File: config.mk
export PLATFORM = sky130hd
export DESIGN_NAME = mec_mul
export DESIGN_NICKNAME = d
export VERILOG_FILES = /design/src/hw/rtl/mandelbrot_escape_time_color_macros.svh /design/src/hw/rtl/mec_pkg.sv /design/src/hw/rtl/mec_mul.sv
export SDC_FILE = /design/constraint.sdc
export NUM_CORES = 2
export LEC_CHECK = 0
export BUFFER_PORTS_ARGS = -buffer_cell sky130_fd_sc_hd__buf_2
export CORE_AREA = 8 8 351 353
export CTS_CLUSTER_DIAMETER = 80
export DETAILED_ROUTE_END_ITERATION = 7
export DIE_AREA = 0 0 359 361
export PLACE_DENSITY_LB_ADDON = 0.25
export SETUP_SLACK_MARGIN = 0.4
export SYNTH_ARGS = -nofsm -noshare
export SYNTH_HDL_FRONTEND = slang
export SYNTH_SLANG_ARGS = --single-unit
File: constraint.sdc
create_clock -name clock -period 21.5 [get_ports clock]
set_input_delay 2.15 -clock clock [delete_from_list [all_inputs] [get_ports clock]]
set_output_delay 2.15 -clock clock [all_outputs]
set_load 0.01 [all_outputs]
File: src/hw/rtl/mandelbrot_escape_time_color_macros.svh
// Assertion macros shared by the escape-time color block.
`ifndef MANDELBROT_ESCAPE_TIME_COLOR_MACROS_SVH
`define MANDELBROT_ESCAPE_TIME_COLOR_MACROS_SVH

// Same-cycle implication, ignored while reset is high.
`define MEC_ASSERT_IMP(lbl, clk, rst, ante, cons, msg) \
   lbl: assert property (@(posedge clk) disable iff (rst) (ante) |-> (cons)) else $error(msg);

// Next-cycle implication, ignored while reset is high.
`define MEC_ASSERT_NXT(lbl, clk, rst, ante, cons, msg) \
   lbl: assert property (@(posedge clk) disable iff (rst) (ante) |=> (cons)) else $error(msg);

`endif

File: src/hw/rtl/mec_pkg.sv
// Shared types, constants and saturation helper for the escape-time color block.
`timescale 1ns / 1ps

package mec_pkg;

   localparam int MUL_W = 33;

   typedef logic signed [MUL_W-1:0]   mul_op_type;
   typedef logic signed [2*MUL_W-1:0] mul_prod_type;

   // Register indexes of the configuration port.
   localparam logic [2:0] CSR_ITER_LIMIT = 3'd0;
   localparam logic [2:0] CSR_RADIUS     = 3'd1;
   localparam logic [2:0] CSR_STEP       = 3'd2;
   localparam logic [2:0] CSR_REAL       = 3'd3;
   localparam logic [2:0] CSR_IMAG       = 3'd4;

   localparam logic signed [63:0] SAT_HI = 64'sd2147483647;
   localparam logic signed [63:0] SAT_LO = -64'sd2147483648;

   // Color scale factors: 9*255, 15*255 and 17*255 (blue is halved by its shift).
   localparam logic [31:0] RED_SCALE   = 32'd2295;
   localparam logic [31:0] GREEN_SCALE = 32'd3825;
   localparam logic [31:0] BLUE_SCALE  = 32'd4335;

   function automatic logic signed [31:0] sat32(input logic signed [63:0] x);
      logic signed [31:0] r;
      if (x > SAT_HI) begin
         r = 32'sh7FFF_FFFF;
      end else if (x < SAT_LO) begin
         r = 32'sh8000_0000;
      end else begin
         r = x[31:0];
      end
      return r;
   endfunction

endpackage

File: src/hw/rtl/mec_mul.sv
// Shared signed 33x33 multiplier with a registered product.
`timescale 1ns / 1ps

module mec_mul
   import mec_pkg::*;
(
   input  logic         clock,
   input  mul_op_type   mul_a,
   input  mul_op_type   mul_b,
   output mul_prod_type mul_p
);

   mul_prod_type p_ff;

   always_ff @(posedge clock) begin
      p_ff <= mul_prod_type'(mul_a) * mul_prod_type'(mul_b);
   end

   assign mul_p = p_ff;

endmodule

==> impl_results.md <==
- Status: completed
- Filler Cell Count: around 12000
- Seq/Total Area, Yosys: between 3 and 4%
- CP cell instances: buf_2 > nand2_1 > inv_1 > fa_1 > fa_1 > inv_1 > fa_1 > inv_1 > fa_1 > fa_1 > fa_1 > fa_1 > inv_1 > fa_1 > inv_1 > ha_1 > nand4_1 > nor3_1 > o311ai_4 > nand3_2 > a211oi_1 > a311oi_1
- Initial Utilization: 34.7%
- Remaining Overflow, GRT: 0
- Ys flop type: dfxtp_1
- Crit Path Max Fanout: 33
- Die X: 359 µm
- Via/cell ratio: 4.77
- Synth top area share: 56.3%
- Max incr delay on CP: between 1 and 1.5 ns
- Synth warn: 0
- CTS Buf Count: 9
- Clk buf depth: 2
- FFs w/ async S/R, synth: 0%
- Die height: 361 µm
- GRT Util Overall: 18.5%
- Avg WL per Cell: 19.8 µm
- Routed Antenna Nets: 0
- Core ar.: 117000 µm²
- Hold Vio Cnt, Final: 0
- First-pass GRT wire length: roughly 190000 µm
- H-tree levels: 3
- Fin crit period: 10.33 ns
- Min-Delay Path Class: in2reg
- Largest register FFs: 66
- Worst rel slew slack: between 20% and 30%
- Slew Limit Fails: 0
- Finish-stage setup viols: 0
- Ratio of cells with drive above 1 in the final layout: 4.83%
- Total wire length: 115000 µm
- Root buffer cell: clkbuf_16
- Initial antenna violation count: 10
- Cells after Synth: 4338
- TritonCTS clock tree: yes
- Rows: 126
- Port Buffer Count: 132
- Synth area leader: fa_1
- Final HPWL DP: 94900 µm
- Number of top-level pins: 133
- Pin count of the biggest net entering global routing: 34
- DRC: 0
- Syn Nets: 5767
- Area growth, synth to finish: 5.43%
- Clock sinks: between 60 and 70
- MaxCap Viol Count: 0
- Final #Nets: between 5000 and 6000
- Vias in the first global route: 31182
- Setup TNS: 0 ns
- Number of DRC markers in iteration 0: 1375
- Setup crit start kind: primary input
- Maximum clock rate: 0.0968 GHz
- CP Class: in2reg
- Required time worst endpoint: approximately 22 ns
- Distinct cells, synth: 80
- Setup bufs post-CTS: 0
- Unrepaired setup endpoints after global routing: no
- Arrival @ worst endpoint: between 10 and 15 ns
- EDFF count, synth: 0
- Avg Inst Size Synth: 9.39 µm²
- Crit path top cell by count: fa_1
- Final worst-path cycle share: 48.1%
- Hold Path Depth: 3
- Slowest-stage cell, CP: fa_1
- # hold bufs at CTS: 0
- GP Congestion: 0.903
- Full die area: 130000 µm²
- Clk pin slew, worst setup/hold paths: 0.06 ns
- # resized after CTS: 0
- Via count: 27806
- DRT Pass-1 Iters: 5
- Cell area after synthesis: just over 40000 µm²
- Slew at the pin closest to its max-slew limit: 1.19 ns
- CP delay by family, top: adder cells
- Nature of the critical path endpoint: flop
- Stages on worst setup path: 22
- #FFs+latches synth: 66
- Synth area leaders: fa_1 (56%), inv_1 (10%), and2_1 (8.6%), ha_1 (6.7%), nand2_1 (5.1%)
- CP bufs+invs: 6
-- cell usage after synthesis, types with 4 or more instances --
cell and n:
a31oi_1 8, o21bai_1 11, a211o_1 6, a211oi_1 7
buf_2 11, nand4_1 11, clkbuf_1 208, inv_1 1131
xnor2_1 43, and4_1 5, nor3_1 7, nand2b_1 12
nor2b_1 5, a21oi_1 57, o21ai_0 25, nor2_1 68
nand2_1 551, and2_1 562, nand3_1 25, dfxtp_1 66
ha_1 217, o211ai_1 4, fa_1 1145, o21ai_1 6
and3_1 5, a21o_1 36, o21a_1 6, xor2_1 25
-- per-layer routing --
metal / up-vias / global-route usage [%] / wire length, µm
li1: 12203 / - / -
met1: 14734 / 23.7 / 48200
met2: 715 / 31.2 / 56600
met3: 150 / 4.15 / 6940
met4: 4 / 5.43 / 3640
met5: - / 0 / 27
-- kinds of logic (layout without fill, tap and decap cells) --
group / after synthesis / after routing / synth area share [%]
AOI/OAI and AO/OA: 219 / 219 / 4.07
xor gates and xnor gates: 68 / 68 / 1.46
adders and majority gates: 1362 / 1362 / 62.9
buffers and inverters: 1352 / 1303 / 12.5
DFF: 66 / 66 / 3.24
other: 0 / 3 / 0
and+or+nand+nor: 1271 / 1271 / 15.8
-- placed cells by master, fill, tap and decap left out, drive strengths merged, types with 25 or more instances in the layout --
| master | count |
|---|---|
| inv | 1131 |
| fa | 1145 |
| nor2 | 68 |
| and2 | 563 |
| a21o | 38 |
| dfxtp | 66 |
| a21oi | 61 |
| buf | 157 |
| o21ai | 33 |
| xor2 | 25 |
| nand2 | 551 |
| ha | 217 |
| nand3 | 26 |
| xnor2 | 43 |
-- metrics by stage --
step | hold WS [ns] | worst slack, ns | cell area (µm²) | util [%] | cells
CTS | 2.25 | 11.21 | 42900 | 36.6 | 5825
global placement | 2.55 | 10.79 | 42700 | 36.3 | 5810
finish | 2.27 | 11.17 | 42900 | 36.6 | 5828
detailed placement | 2.55 | 10.76 | 42700 | 36.3 | 5810
floorplan | 2.28 | 12.11 | 40700 | - | 4338
global route | 2.27 | 10.79 | 42900 | 36.6 | 5826
-- worst paths after layout --
kind / startpoint / to / slack [ns]
worst max-delay path: mul_b[6] / mul_p[64] / 11.17
worst min-delay path: mul_a[0] / mul_p[0] / 2.27
-- layout make-up --
type                       count  area, µm²  share of cell area, %
inverter                    1131       4250                   9.88
sequential                    66       1320                   3.08
tap                         1536       1920                   4.47
antenna                        3       7.51                 0.0175
multi-input combinational   2920      34300                   79.9
clock buffer                  12        246                  0.574
clock inverter                 3       40.0                 0.0932
timing repair buffer         157        848                   1.98
Power is not shown: default switching activity piles up to over one toggle a cycle in this logic, so the estimate is an artifact.
